--- config.mk ---
export PLATFORM = sky130hd
export DESIGN_NAME = voice_chip_one_wire_command_sender_top
export DESIGN_NICKNAME = d
export VERILOG_FILES = /design/src/rtl/core/vcs_pkg.sv /design/src/rtl/core/vcs_front.sv /design/src/rtl/core/vcs_queue.sv /design/src/rtl/core/vcs_back.sv /design/src/rtl/core/voice_chip_one_wire_command_sender_top.sv
export SDC_FILE = /design/constraint.sdc
export NUM_CORES = 1
export LEC_CHECK = 0
export CORE_MARGIN = 2
export CORE_UTILIZATION = 40
export CTS_BUF_LIST = sky130_fd_sc_hd__clkbuf_4 sky130_fd_sc_hd__clkbuf_8
export DETAILED_ROUTE_END_ITERATION = 10
export DONT_BUFFER_PORTS = 1
export PLACE_DENSITY_LB_ADDON = 0.05
export SYNTH_ARGS = -nofsm -noshare
export SYNTH_HDL_FRONTEND = slang
export SYNTH_HIERARCHICAL = 1
export SYNTH_SLANG_ARGS = --single-unit
--- constraint.sdc ---
create_clock -name clk -period 8.4 [get_ports clk]
set_input_delay 1.68 -clock clk [delete_from_list [all_inputs] [get_ports clk]]
set_output_delay 1.68 -clock clk [all_outputs]
set_load 0.05 [all_outputs]
--- src/rtl/core/vcs_pkg.sv ---
// Package for the one-wire voice chip command sender.
// Holds the queue entry and configuration types, the register indexes,
// the frame phase numbers and the request-to-code table. No dependencies.
package vcs_pkg;

  localparam int unsigned REQ_W   = 8;
  localparam int unsigned CODE_W  = 4;
  localparam int unsigned PHASE_W = 5;
  localparam int unsigned CNT_W   = 8;
  localparam int unsigned REG_W   = 8;
  localparam int unsigned IDX_W   = 3;

  // Configuration register indexes.
  localparam logic [IDX_W-1:0] REG_PRE_HIGH   = 3'd0;
  localparam logic [IDX_W-1:0] REG_RESET_LOW  = 3'd1;
  localparam logic [IDX_W-1:0] REG_POST_RESET = 3'd2;
  localparam logic [IDX_W-1:0] REG_START_LOW  = 3'd3;
  localparam logic [IDX_W-1:0] REG_LONG       = 3'd4;
  localparam logic [IDX_W-1:0] REG_SHORT      = 3'd5;
  localparam logic [IDX_W-1:0] REG_TAIL       = 3'd6;

  // Register values after reset.
  localparam logic [REG_W-1:0] RST_PRE_HIGH   = 8'd5;
  localparam logic [REG_W-1:0] RST_RESET_LOW  = 8'd5;
  localparam logic [REG_W-1:0] RST_POST_RESET = 8'd60;
  localparam logic [REG_W-1:0] RST_START_LOW  = 8'd5;
  localparam logic [REG_W-1:0] RST_LONG       = 8'd3;
  localparam logic [REG_W-1:0] RST_SHORT      = 8'd1;
  localparam logic [REG_W-1:0] RST_TAIL       = 8'd20;

  // Frame phases.
  localparam logic [PHASE_W-1:0] PH_IDLE       = 5'd0;
  localparam logic [PHASE_W-1:0] PH_PRE_HIGH   = 5'd1;
  localparam logic [PHASE_W-1:0] PH_RESET_LOW  = 5'd2;
  localparam logic [PHASE_W-1:0] PH_POST_RESET = 5'd3;
  localparam logic [PHASE_W-1:0] PH_START_LOW  = 5'd4;
  localparam logic [PHASE_W-1:0] PH_BIT_FIRST  = 5'd5;
  localparam logic [PHASE_W-1:0] PH_BIT_LAST   = 5'd20;
  localparam logic [PHASE_W-1:0] PH_TAIL_LOAD  = 5'd21;
  localparam logic [PHASE_W-1:0] PH_TAIL       = 5'd22;

  typedef struct packed {
    logic [REG_W-1:0] pre_high_ms;
    logic [REG_W-1:0] reset_low_ms;
    logic [REG_W-1:0] post_reset_ms;
    logic [REG_W-1:0] start_low_ms;
    logic [REG_W-1:0] long_ms;
    logic [REG_W-1:0] short_ms;
    logic [REG_W-1:0] tail_ms;
  } cfg_regs_t;

  // One classified word from the front end.
  typedef struct packed {
    logic              tick;
    logic              take;
    logic [CODE_W-1:0] code;
  } q_entry_t;

  function automatic logic [CODE_W-1:0] req_code(input logic [IDX_W-1:0] idx);
    logic [CODE_W-1:0] c;
    case (idx)
      3'd0:    c = 4'h0;
      3'd1:    c = 4'h1;
      3'd2:    c = 4'h2;
      3'd3:    c = 4'h3;
      3'd4:    c = 4'h5;
      3'd5:    c = 4'h6;
      3'd6:    c = 4'h7;
      default: c = 4'h8;
    endcase
    return c;
  endfunction

endpackage

--- src/rtl/core/vcs_front.sv ---
// Front end: latches prompt requests as pending and, on a tick, picks the
// highest-priority one and turns it into a command code. Uses vcs_pkg.
module vcs_front (
  input  logic                        clk,
  input  logic                        rst_n,
  input  logic                        acc,
  input  logic                        tick,
  input  logic [vcs_pkg::REQ_W-1:0]   new_requests,
  output vcs_pkg::q_entry_t           entry
);

  logic [vcs_pkg::REQ_W-1:0] pending_r, pending_nxt;
  logic [vcs_pkg::REQ_W-1:0] merged;
  logic [vcs_pkg::REQ_W-1:0] lowest;
  logic [vcs_pkg::IDX_W-1:0] pick_idx;

  assign merged = pending_r | new_requests;
  // Isolate the lowest set bit: bit 0 has the highest priority.
  assign lowest = merged & (~merged + vcs_pkg::REQ_W'(1));

  always_comb begin
    pick_idx = '0;
    for (int i = 0; i < vcs_pkg::REQ_W; i++) begin
      if (lowest[i]) begin
        pick_idx = vcs_pkg::IDX_W'(i);
      end
    end
  end

  always_comb begin
    entry.tick  = tick;
    entry.take  = tick && (merged != '0);
    entry.code  = vcs_pkg::req_code(pick_idx);
    pending_nxt = tick ? (merged & ~lowest) : merged;
  end

  always_ff @(posedge clk) begin
    if (!rst_n) begin
      pending_r <= '0;
    end else if (acc) begin
      pending_r <= pending_nxt;
    end
  end

endmodule

--- src/rtl/core/vcs_queue.sv ---
// Short FIFO of classified words between the front end and the sequencer.
// Push and pop may happen in the same cycle. Uses vcs_pkg.
module vcs_queue #(
  parameter int unsigned DEPTH = 2
) (
  input  logic              clk,
  input  logic              rst_n,
  input  logic              push,
  input  vcs_pkg::q_entry_t wr_entry,
  output logic              full,
  input  logic              pop,
  output logic              not_empty,
  output vcs_pkg::q_entry_t rd_entry
);

  localparam int unsigned PTR_W = (DEPTH > 1) ? $clog2(DEPTH) : 1;
  localparam int unsigned CNT_W = $clog2(DEPTH + 1);

  vcs_pkg::q_entry_t mem [DEPTH];
  logic [PTR_W-1:0] wr_ptr_r, rd_ptr_r;
  logic [CNT_W-1:0] count_r;

  assign full      = (count_r == CNT_W'(DEPTH));
  assign not_empty = (count_r != '0);
  assign rd_entry  = mem[rd_ptr_r];

  always_ff @(posedge clk) begin
    if (push) begin
      mem[wr_ptr_r] <= wr_entry;
    end
  end

  always_ff @(posedge clk) begin
    if (!rst_n) begin
      wr_ptr_r <= '0;
      rd_ptr_r <= '0;
      count_r  <= '0;
    end else begin
      if (push) begin
        wr_ptr_r <= (wr_ptr_r == PTR_W'(DEPTH - 1)) ? '0 : wr_ptr_r + PTR_W'(1);
      end
      if (pop) begin
        rd_ptr_r <= (rd_ptr_r == PTR_W'(DEPTH - 1)) ? '0 : rd_ptr_r + PTR_W'(1);
      end
      if (push && !pop) begin
        count_r <= count_r + CNT_W'(1);
      end else if (pop && !push) begin
        count_r <= count_r - CNT_W'(1);
      end
    end
  end

endmodule

--- src/rtl/core/vcs_back.sv ---
// Back end: frame sequencer that steps the pin levels once per tick word
// and holds the result word in an output register. Uses vcs_pkg.
module vcs_back (
  input  logic               clk,
  input  logic               rst_n,
  input  vcs_pkg::cfg_regs_t cfg,
  input  logic               q_valid,
  input  vcs_pkg::q_entry_t  q_entry,
  output logic               q_pop,
  output logic               out_valid,
  input  logic               out_ready,
  output logic               rst_pin,
  output logic               data_pin,
  output logic               busy_res
);

  logic [vcs_pkg::PHASE_W-1:0] phase_r, phase_nxt;
  logic [vcs_pkg::CNT_W-1:0]   countdown_r, countdown_nxt;
  logic [vcs_pkg::CODE_W-1:0]  command_r, command_nxt;
  logic active_r, active_nxt;
  logic rst_level_r, rst_level_nxt;
  logic data_level_r, data_level_nxt;
  logic out_valid_r;
  logic rst_pin_r, data_pin_r, busy_r;
  logic [vcs_pkg::PHASE_W-1:0] odd_off, even_off;
  logic odd_bit, even_bit;

  // Command bits 4..7 go out as zeros.
  function automatic logic cmd_bit(input logic [vcs_pkg::CODE_W-1:0] cmd,
                                   input logic [vcs_pkg::PHASE_W-2:0] idx);
    logic b;
    b = (idx > 4'd3) ? 1'b0 : cmd[idx[1:0]];
    return b;
  endfunction

  assign q_pop = q_valid && (!out_valid_r || out_ready);

  always_comb begin
    phase_nxt      = phase_r;
    countdown_nxt  = countdown_r;
    command_nxt    = command_r;
    active_nxt     = active_r;
    rst_level_nxt  = rst_level_r;
    data_level_nxt = data_level_r;
    odd_off        = phase_r - vcs_pkg::PH_BIT_FIRST;
    even_off       = phase_r - vcs_pkg::PH_START_LOW;
    if (q_entry.take) begin
      command_nxt = q_entry.code;
    end
    odd_bit  = cmd_bit(command_nxt, odd_off[vcs_pkg::PHASE_W-1:1]);
    even_bit = cmd_bit(command_nxt, even_off[vcs_pkg::PHASE_W-1:1]);
    if (q_pop && q_entry.tick) begin
      if (countdown_r != '0) begin
        countdown_nxt = countdown_r - vcs_pkg::CNT_W'(1);
      end
      active_nxt = active_r | q_entry.take;
      if (active_nxt) begin
        if (phase_r == vcs_pkg::PH_IDLE) begin
          phase_nxt     = vcs_pkg::PH_PRE_HIGH;
          countdown_nxt = cfg.pre_high_ms;
        end else if (phase_r == vcs_pkg::PH_PRE_HIGH) begin
          rst_level_nxt  = 1'b1;
          data_level_nxt = 1'b1;
          if (countdown_nxt == '0) begin
            phase_nxt     = vcs_pkg::PH_RESET_LOW;
            countdown_nxt = cfg.reset_low_ms;
          end
        end else if (phase_r == vcs_pkg::PH_RESET_LOW) begin
          rst_level_nxt  = 1'b0;
          data_level_nxt = 1'b1;
          if (countdown_nxt == '0) begin
            phase_nxt     = vcs_pkg::PH_POST_RESET;
            countdown_nxt = cfg.post_reset_ms;
          end
        end else if (phase_r == vcs_pkg::PH_POST_RESET) begin
          rst_level_nxt  = 1'b1;
          data_level_nxt = 1'b1;
          if (countdown_nxt == '0) begin
            phase_nxt     = vcs_pkg::PH_START_LOW;
            countdown_nxt = cfg.start_low_ms;
          end
        end else if (phase_r == vcs_pkg::PH_START_LOW) begin
          rst_level_nxt  = 1'b1;
          data_level_nxt = 1'b0;
          if (countdown_nxt == '0) begin
            phase_nxt     = vcs_pkg::PH_BIT_FIRST;
            countdown_nxt = command_nxt[0] ? cfg.long_ms : cfg.short_ms;
          end
        end else if (phase_r >= vcs_pkg::PH_BIT_FIRST && phase_r <= vcs_pkg::PH_BIT_LAST) begin
          rst_level_nxt = 1'b1;
          if (phase_r[0]) begin
            // High part of the current bit; the low part follows.
            data_level_nxt = 1'b1;
            if (countdown_nxt == '0) begin
              phase_nxt     = phase_r + vcs_pkg::PHASE_W'(1);
              countdown_nxt = odd_bit ? cfg.short_ms : cfg.long_ms;
            end
          end else begin
            // Low part of the current bit; load the next bit's high part.
            data_level_nxt = 1'b0;
            if (countdown_nxt == '0) begin
              phase_nxt     = phase_r + vcs_pkg::PHASE_W'(1);
              countdown_nxt = even_bit ? cfg.long_ms : cfg.short_ms;
            end
          end
        end else if (phase_r == vcs_pkg::PH_TAIL_LOAD) begin
          rst_level_nxt  = 1'b1;
          data_level_nxt = 1'b1;
          countdown_nxt  = cfg.tail_ms;
          phase_nxt      = vcs_pkg::PH_TAIL;
        end else if (phase_r == vcs_pkg::PH_TAIL) begin
          rst_level_nxt  = 1'b1;
          data_level_nxt = 1'b1;
          if (countdown_nxt == '0) begin
            phase_nxt  = vcs_pkg::PH_IDLE;
            active_nxt = 1'b0;
          end
        end else begin
          phase_nxt  = vcs_pkg::PH_IDLE;
          active_nxt = 1'b0;
        end
      end
    end else if (!q_pop) begin
      command_nxt = command_r;
    end
  end

  always_ff @(posedge clk) begin
    if (!rst_n) begin
      phase_r      <= vcs_pkg::PH_IDLE;
      countdown_r  <= '0;
      command_r    <= '0;
      active_r     <= 1'b0;
      rst_level_r  <= 1'b0;
      data_level_r <= 1'b0;
      out_valid_r  <= 1'b0;
    end else begin
      if (q_pop) begin
        phase_r      <= phase_nxt;
        countdown_r  <= countdown_nxt;
        command_r    <= command_nxt;
        active_r     <= active_nxt;
        rst_level_r  <= rst_level_nxt;
        data_level_r <= data_level_nxt;
        out_valid_r  <= 1'b1;
      end else if (out_ready) begin
        out_valid_r  <= 1'b0;
      end
    end
  end

  always_ff @(posedge clk) begin
    if (q_pop) begin
      rst_pin_r  <= rst_level_nxt;
      data_pin_r <= data_level_nxt;
      busy_r     <= active_nxt;
    end
  end

  assign out_valid = out_valid_r;
  assign rst_pin   = rst_pin_r;
  assign data_pin  = data_pin_r;
  assign busy_res  = busy_r;

  a_idle_phase: assert property (@(posedge clk) disable iff (!rst_n)
    !active_r |-> (phase_r == vcs_pkg::PH_IDLE))
    else $error("sequencer idle but phase not at frame start");

  a_phase_range: assert property (@(posedge clk) disable iff (!rst_n)
    phase_r <= vcs_pkg::PH_TAIL)
    else $error("sequencer phase beyond tail");

  // A request taken in the last tail tick may end the frame in the same step.
  a_take_active: assert property (@(posedge clk) disable iff (!rst_n)
    (q_pop && q_entry.take && (phase_r != vcs_pkg::PH_TAIL)) |=> active_r)
    else $error("taken request did not start a frame");

  a_pop_slot: assert property (@(posedge clk) disable iff (!rst_n)
    (out_valid_r && !out_ready) |-> !q_pop)
    else $error("word popped while result register stalled");

endmodule

--- src/rtl/core/voice_chip_one_wire_command_sender_top.sv ---
// Top level of the one-wire voice chip command sender.
// Holds the configuration registers and ties vcs_front, vcs_queue and
// vcs_back together. Uses vcs_pkg.

// Each input word carries a tick flag and eight prompt request bits; every
// word yields exactly one result word with the reset line level, the data
// line level and a busy flag. The block takes one word per clock cycle
// while the queue has room: the front end latches and prioritizes requests
// in the accepting cycle, the word then waits in a small queue
// (QUEUE_DEPTH entries), and the sequencer pops it, updates its phase and
// countdown and loads the output register. A stalled output fills the
// queue, after which in_tready drops.
// Configuration registers (index, reset value, in ticks): 0 pre-high (5),
// 1 reset-low (5), 2 post-reset idle (60), 3 start mark (5), 4 long bit
// phase (3), 5 short bit phase (1), 6 tail (20); writes to index 7 are
// ignored. cfg_ready is always high; write only while the block is idle.
module voice_chip_one_wire_command_sender_top #(
  parameter int unsigned QUEUE_DEPTH = 2
) (
  input  logic        clk,
  input  logic        rst_n,
  // Input words.
  input  logic        in_tvalid,
  output logic        in_tready,
  input  logic [15:0] in_tdata,   // [0] tick, [8:1] new_requests, [15:9] zero
  // Result words.
  output logic        out_tvalid,
  input  logic        out_tready,
  output logic [7:0]  out_tdata,  // [0] rst_pin, [1] data_pin, [2] busy_res, [7:3] zero
  // Configuration writes.
  input  logic        cfg_valid,
  output logic        cfg_ready,
  input  logic [2:0]  cfg_index,
  input  logic [7:0]  cfg_data
);

  vcs_pkg::cfg_regs_t cfg_r;
  vcs_pkg::q_entry_t  front_entry, back_entry;
  logic in_acc;
  logic q_full, q_not_empty, q_pop;
  logic rst_pin, data_pin, busy_res;

  assign cfg_ready = 1'b1;

  // Configuration register file.
  always_ff @(posedge clk) begin
    if (!rst_n) begin
      cfg_r.pre_high_ms   <= vcs_pkg::RST_PRE_HIGH;
      cfg_r.reset_low_ms  <= vcs_pkg::RST_RESET_LOW;
      cfg_r.post_reset_ms <= vcs_pkg::RST_POST_RESET;
      cfg_r.start_low_ms  <= vcs_pkg::RST_START_LOW;
      cfg_r.long_ms       <= vcs_pkg::RST_LONG;
      cfg_r.short_ms      <= vcs_pkg::RST_SHORT;
      cfg_r.tail_ms       <= vcs_pkg::RST_TAIL;
    end else if (cfg_valid && cfg_ready) begin
      unique case (cfg_index)
        vcs_pkg::REG_PRE_HIGH:   cfg_r.pre_high_ms   <= cfg_data;
        vcs_pkg::REG_RESET_LOW:  cfg_r.reset_low_ms  <= cfg_data;
        vcs_pkg::REG_POST_RESET: cfg_r.post_reset_ms <= cfg_data;
        vcs_pkg::REG_START_LOW:  cfg_r.start_low_ms  <= cfg_data;
        vcs_pkg::REG_LONG:       cfg_r.long_ms       <= cfg_data;
        vcs_pkg::REG_SHORT:      cfg_r.short_ms      <= cfg_data;
        vcs_pkg::REG_TAIL:       cfg_r.tail_ms       <= cfg_data;
        default: ;
      endcase
    end
  end

  // A word is accepted whenever the queue has room.
  assign in_tready = !q_full;
  assign in_acc    = in_tvalid && in_tready;

  vcs_front u_front (
    .clk          (clk),
    .rst_n        (rst_n),
    .acc          (in_acc),
    .tick         (in_tdata[0]),
    .new_requests (in_tdata[8:1]),
    .entry        (front_entry)
  );

  vcs_queue #(
    .DEPTH (QUEUE_DEPTH)
  ) u_queue (
    .clk       (clk),
    .rst_n     (rst_n),
    .push      (in_acc),
    .wr_entry  (front_entry),
    .full      (q_full),
    .pop       (q_pop),
    .not_empty (q_not_empty),
    .rd_entry  (back_entry)
  );

  vcs_back u_back (
    .clk       (clk),
    .rst_n     (rst_n),
    .cfg       (cfg_r),
    .q_valid   (q_not_empty),
    .q_entry   (back_entry),
    .q_pop     (q_pop),
    .out_valid (out_tvalid),
    .out_ready (out_tready),
    .rst_pin   (rst_pin),
    .data_pin  (data_pin),
    .busy_res  (busy_res)
  );

  assign out_tdata = {5'b0, busy_res, data_pin, rst_pin};

endmodule
; ---- After elaboration in Yosys (flattened, before gate mapping)
; Memories as Yosys holds them, arrays and structs flattened. A register that Yosys moved wholly into a read port is not among the register bits.
; Index checks and enable logic that the tools add are counted.
[word_totals]
reg_bits = 92
latchBits = 0
ramBits = 12
mem_bits_ro = 0
out_inout_bits = 11
mem_count = 1
[classes]
n_addsub = 9
multipliers = 0
div_mod_pow = 0
n_lt_le_gt_ge = 6
eq_ne = 26
shifts = 0
mux = 94
bitwise_logic = 6
n_reduce_logical = 31
[mem_list]
columns = name, words, word_bits, rd, rd_clocked_by_memory_dff, wr, line
row1 = u_queue.mem, 2, 6, 1, 1, 1, vcs_queue.sv:19  ; vcs_pkg::q_entry_t mem [DEPTH];
[ops]
columns = cell, count
row1 = $mux W8, 21
row2 = $mux W5, 16
row3 = $mux W1, 45
row4 = $pmux W4 S7, 1
row5 = $eq A3 B3 Y1 const B, 6
row6 = $and A8 B8 Y8, 2
row7 = $not A8 Y8, 2
row8 = $reduce_and A2 Y1, 8
row9 = $reduce_bool A8 Y1, 2
row10 = $eq A3 B2 Y1 const B, 4
row11 = $mux W3, 4
row12 = $ne A3 B1 Y1 const B, 4
row13 = $eq A5 B2 Y1 const B, 2
row14 = $eq A5 B5 Y1 const B, 2
row15 = $sub A5 B3 Y5 const B, 2
row16 = $reduce_and A9 Y1, 1
row17 = $add A8 B1 Y8 const B, 1
row18 = $gt A4 B2 Y1 const B, 2
row19 = $logic_not A8 Y1, 1
row20 = $mux W2, 4
row21 = $or A8 B8 Y8, 1
row22 = $reduce_and A8 Y1, 1
row23 = $sub A8 B1 Y8 const B, 1
row24 = $logic_and A1 B1 Y1, 7
row25 = 22 further kinds, 32

; ---- Longest topological paths before layout
[depth]
ltp_word = 17
mapped_depth = 11
depth_no_buf = 9

; ---- Cells and area by module
; Netlist, hierarchy kept.
[by_module_without_submodules]
columns = module, instances, cells_per_inst, area_per_inst_um2
row1 = vcs_back, 1, 371, 2821.5
row2 = voice_chip_one_wire_command_sender_top, 1, 217, 2224.6
row3 = vcs_queue, 1, 41, 653.1
row4 = vcs_front, 1, 57, 471.7

; ---- Worst setup path before layout
; Ideal clock, no wire load.
[synth_path]
path_type = input to register
start = input port out_tready
end = register u_back.data_pin_r, in the netlist u_back/data_pin, data pin
setup_time_ns = 0.260
arrival_time_ns = 3.000
required_ns = 8.140
setup_slack_ns = 5.140
cell_stages = 7
n_path_buf = 1
path_cell_list = nand2b_1 and2_1 clkbuf_1 nand2_1 nor3_1 nand3_1 o22a_1
[synth_via]
elab_chain_len = 4
[synth_rtl]
columns = item, line
row1 = start: declaration, voice_chip_one_wire_command_sender_top.sv:28  ; input logic out_tready,
row2 = $logic_or A1 B1 Y1, vcs_back.sv:36  ; assign q_pop = q_valid && (!out_valid_r || out_ready);
row3 = $logic_and A1 B1 Y1, vcs_back.sv:36
row4 = named net q_pop, voice_chip_one_wire_command_sender_top.sv:40  ; logic q_full, q_not_empty, q_pop;
row5 = $logic_and A1 B1 Y1, vcs_back.sv:52  ; if (q_pop && q_entry.tick) begin
row6 = $mux W1, vcs_back.sv:52
row7 = named net u_back.data_level_nxt, vcs_back.sv:22  ; logic data_level_r, data_level_nxt;
row8 = end signal: assignment, vcs_back.sv:155  ; data_pin_r <= data_level_nxt;
row9 = end: declaration, vcs_back.sv:24  ; logic rst_pin_r, data_pin_r, busy_r;
; The timed path passes the listed nets, and every way through them passes these cells.
; A chain may end at the register's enable or synchronous reset.

; ---- Worst setup path after layout
[layout_path]
start = register u_back/phase_r[0] (netlist name)
end = register u_back/countdown_r[4] (netlist name)
[layout_via]
elab_chain_len = 14
word_cells_on_any_way = 32
classes_between = 2 x add/sub / 4 x order compare / 5 x eq/ne / 19 x mux / 2 x reduce/logical
[layout_rtl]
columns = item, line
row1 = start: declaration, vcs_back.sv:17  ; logic [vcs_pkg::PHASE_W-1:0] phase_r, phase_nxt;
row2 = start signal: assignment, vcs_back.sv:130  ; phase_r <= vcs_pkg::PH_IDLE;
row3 = start signal: assignment, vcs_back.sv:139  ; phase_r <= phase_nxt;
row4 = branches (longest 12 deep; another with $sub A5 B3 Y5), n/a
row5 = $mux W8 *, vcs_back.sv:58  ; if (phase_r == vcs_pkg::PH_IDLE) begin
row6 = $mux W8 *, vcs_back.sv:57  ; if (active_nxt) begin
row7 = end signal: assignment, vcs_back.sv:140  ; countdown_r <= countdown_nxt;
row8 = end: declaration, vcs_back.sv:18  ; logic [vcs_pkg::CNT_W-1:0] countdown_r, countdown_nxt;
; Every way passes the cells marked *. The select of a mux whose other input is x is not followed.

==> insert_results.sql <==
INSERT INTO impl_metrics (metric_group, metric, value, unit) VALUES
('timing', 'report.final.slew_viol_count', '0', ''),
('global_routing', 'grt_antenna_before_repair', '0', ''),
('worst_setup_path', 'worstPathCellList', 'clkinv_1, ha_1, xnor2_1, mux2i_1, a21o_1, o211ai_2, mux2_2, a2111oi_0, o21ai_1', ''),
('drt', 'dr.pass1.iters', '6', ''),
('worst_setup_path', 'critical-path-max-stage-delay', '540', 'ps'),
('logic_synthesis', 'synth.largest_area_cell', 'dfxtp_1', ''),
('timing', 'finalHoldViolCount', '0', ''),
('pwr', 'power.sequential.fraction', '36.3', '%'),
('floorplan', 'floorplan.io_pins', '43', ''),
('timing', 'unrepaired_setup_endpoints_after_global_routing', 'no', ''),
('worst_setup_path', 'timing.critical_path.arrival', '3850', 'ps'),
('layout', 'layout-drive-gt1-share', '8.24', '%'),
('floorplan', 'core.rowCount', '45', ''),
('global_routing', 'first_global_vias', '4860', ''),
('layout', 'finalCoreUtilization', '42.0', '%'),
('worst_hold_path', 'min_path_cells', '2', ''),
('global_routing', 'grt_util_met2', '32.3', '%'),
('layout', 'antenna-diode-count', '0', ''),
('worst_setup_path', 'endpoint_kind', 'flop', ''),
('floorplan', 'floorplan.die_area', '16400', 'sq um'),
('timing', 'post-route-period-util', '42.8', '%'),
('drt', 'remaining_drc_errors', '0', ''),
('logic_synthesis', 'yosysTopAreaCellShare', '29.2', '%'),
('timing', 'final_setup_violations', '0', ''),
('pwr', 'finalPower', '1.85', 'mW'),
('drt', 'drt-vias-per-instance', '5.95', ''),
('worst_setup_path', 'reg2reg_slack', '4810', 'ps'),
('timing', 'finClkSkew', '10.8', 'ps'),
('pwr', 'leakage', '2.51', 'nW'),
('worst_setup_path', 'critical-path-top-delay-family', 'compound AO/OA/AOI/OAI gates', ''),
('pwr', 'reported_net_switching_power', '845', 'uW'),
('worst_hold_path', 'worstHoldStart', 'cfg_r[32]$_SDFFE_PN0P_', ''),
('worst_setup_path', 'reg2regPathDepth', '9', ''),
('floorplan', 'placeableCoreArea', '15100', 'sq um'),
('logic_synthesis', 'synth.top_cells.by_count', 'dfxtp_1, nand2_1, mux2i_1', ''),
('drt', 'detailedRoute.firstIterationViolations', '445', ''),
('logic_synthesis', 'ys_ff_latch', '105', ''),
('timing', 'period_minus_slack', '3590', 'ps'),
('floorplan', 'initial_core_util', '40.7', '%'),
('global_routing', 'grt.met1_usage', '30.9', '%'),
('clock_tree', 'clock_tree.buffer_depth', '2', ''),
('clock_tree', 'number_of_buffers_added_for_setup_after_cts', '0', ''),
('timing', 'timing.fmax', '278', 'MHz'),
('logic_synthesis', 'synth_area_per_cell', '9.00', 'sq um'),
('clock_tree', 'cts.sinks', '105', ''),
('worst_setup_path', 'timing.critical_path.buf_inv', '1', ''),
('timing', 'tns', '0', 'ps'),
('global_routing', 'global_route.peak_usage_layer', 'met2', ''),
('clock_tree', 'cts-buffers-inserted', '9', ''),
('clock_tree', 'clk_root_buffer_cell', 'clkbuf_8', ''),
('logic_synthesis', 'post-synth-top-count-cell', 'dfxtp_1', ''),
('timing', 'relSlewSlack', '30.7', '%'),
('clock_tree', 'tritoncts', 'built', ''),
('pwr', 'power_dens_cells', '290', 'nW/um^2'),
('worst_hold_path', 'hold_end', 'cfg_r[32]$_SDFFE_PN0P_', ''),
('pwr', 'internal_power_component', '1.00', 'mW'),
('worst_setup_path', 'crit_path_start_kind', 'flop', ''),
('global_routing', 'overflow', '0', ''),
('pwr', 'net_switching_share_of_the_total_power', '45.8', '%'),
('clock_tree', 'cts_hold_buf', '0', ''),
('global_routing', 'grt_first_pass_wirelength', '27400', 'um'),
('worst_setup_path', 'crit_path_max_fanout', '10', ''),
('placed_design', 'port_buffers', '0', ''),
('worst_setup_path', 'critical_path.slowest_cell', 'o211ai_2', ''),
('logic_synthesis', 'synth_cell_area', '6170', 'sq um'),
('timing', 'worst_pin_slew', '1040', 'ps'),
('status', 'outcome', 'finished clean', ''),
('global_routing', 'track_usage', '21.7', '%'),
('flow_run', 'maxCapViolations', '0', ''),
('pwr', 'power.share.clock', '17.8', '%'),
('pwr', 'share_comb_of_total_power', '45.9', '%');
## through the flow
stage          area [sq um]  hold WS, ps  std cells  setup WS, ps
2_1_floorplan          6190          430        690          5140
3_3_place_gp           6160          445        827          4560
3_5_place_dp           6160          447        827          4560
4_1_cts                6360          466        843          4800
5_1_grt                6360          484        843          4550
6_report               6360          464        843          4810
## routing by layer
| layer | vias to the layer above | routed length (um) |
|---|---|---|
| met5 | - | 0 |
| met4 | 0 | 450 |
| met3 | 32 | 899 |
| met2 | 133 | 7600 |
| met1 | 2433 | 8330 |
| li1 | 2422 | - |
## power groups by stage
| stage | clock (mW) | sequential (mW) | combinational, mW |
|---|---|---|---|
| 3_3_place_gp | 0 | 0.680 | 0.819 |
| 3_5_place_dp | 0 | 0.682 | 0.829 |
| 6_report | 0.328 | 0.670 | 0.847 |
| 5_1_grt | 0.361 | 0.680 | 0.928 |
| 2_1_floorplan | 0 | 0.623 | 0.713 |
| 4_1_cts | 0.340 | 0.670 | 0.833 |
## registers in the layout, summed over array words and instances, names as in the netlist, 2 cells and up, named ones only
name	flops
cfg_r	56
u_back/command_r	4
u_back/countdown_r	8
u_back/phase_r	5
u_front/pending_r	8
u_queue/count_r	2
u_queue/mem	12
## area by class of cell
type                       instances  area, sq um
clock inverter                     6         65.1
inverter                          10         37.5
multi-input combinational        523         3630
clock buffer                      10          131
fill                            1497         8790
timing repair buffer               1         7.51
tap                              188          235
sequential                       105         2250
## cell usage in the layout, fill, tap and decap left out, types with 4 or more instances in the layout
cell type	count
a21boi_1	4
nor3_1	15
a211oi_1	4
and3_1	7
edfxtp_1	15
nand4b_1	4
a21o_1	4
mux2i_1	72
mux2_2	12
nand3_1	17
ha_1	11
nor3b_1	5
a21oi_1	28
nand2_1	89
nand2b_1	6
o2111ai_1	5
clkbuf_8	9
a31oi_1	8
o211ai_1	6
inv_1	9
nor2b_1	33
nor2_1	35
or3_1	4
and2_1	10
or2_2	4
o21ai_0	28
xnor2_1	5
a211o_1	4
a22oi_1	5
dfxtp_1	90
or4_1	4
o21a_1	4
a221oi_1	5
a21boi_0	5
conb_1	6
## logic make-up after synthesis
group	share of synthesized area, %
compound gates	17.8
xor+xnor	1.14
fa+ha+maj	2.23
buf+inv	4.91
flops	36.5
mux	15.0
other cells	0.122
simple gates	22.3
## worst min-delay path: stages (launching register included)
cell and delay [ps]:
dfxtp_1 320, nand2_1 50, mux2i_1 50
## how the worst max path moves through the flow
stage	endpoint	cells after the start
final	u_back/countdown_r[4]$_SDFFE_PN0P_	9
after global routing	u_back/countdown_r[4]$_SDFFE_PN0P_	9
after CTS	u_back/countdown_r[4]$_SDFFE_PN0P_	9
after detailed placement	u_back/data_level_r$_SDFFE_PN0P_	7
after global placement	u_back/data_level_r$_SDFFE_PN0P_	7
after floorplan	u_back/data_pin$_DFFE_PP_	7
Note: power is estimated with default switching activity, not from simulation.
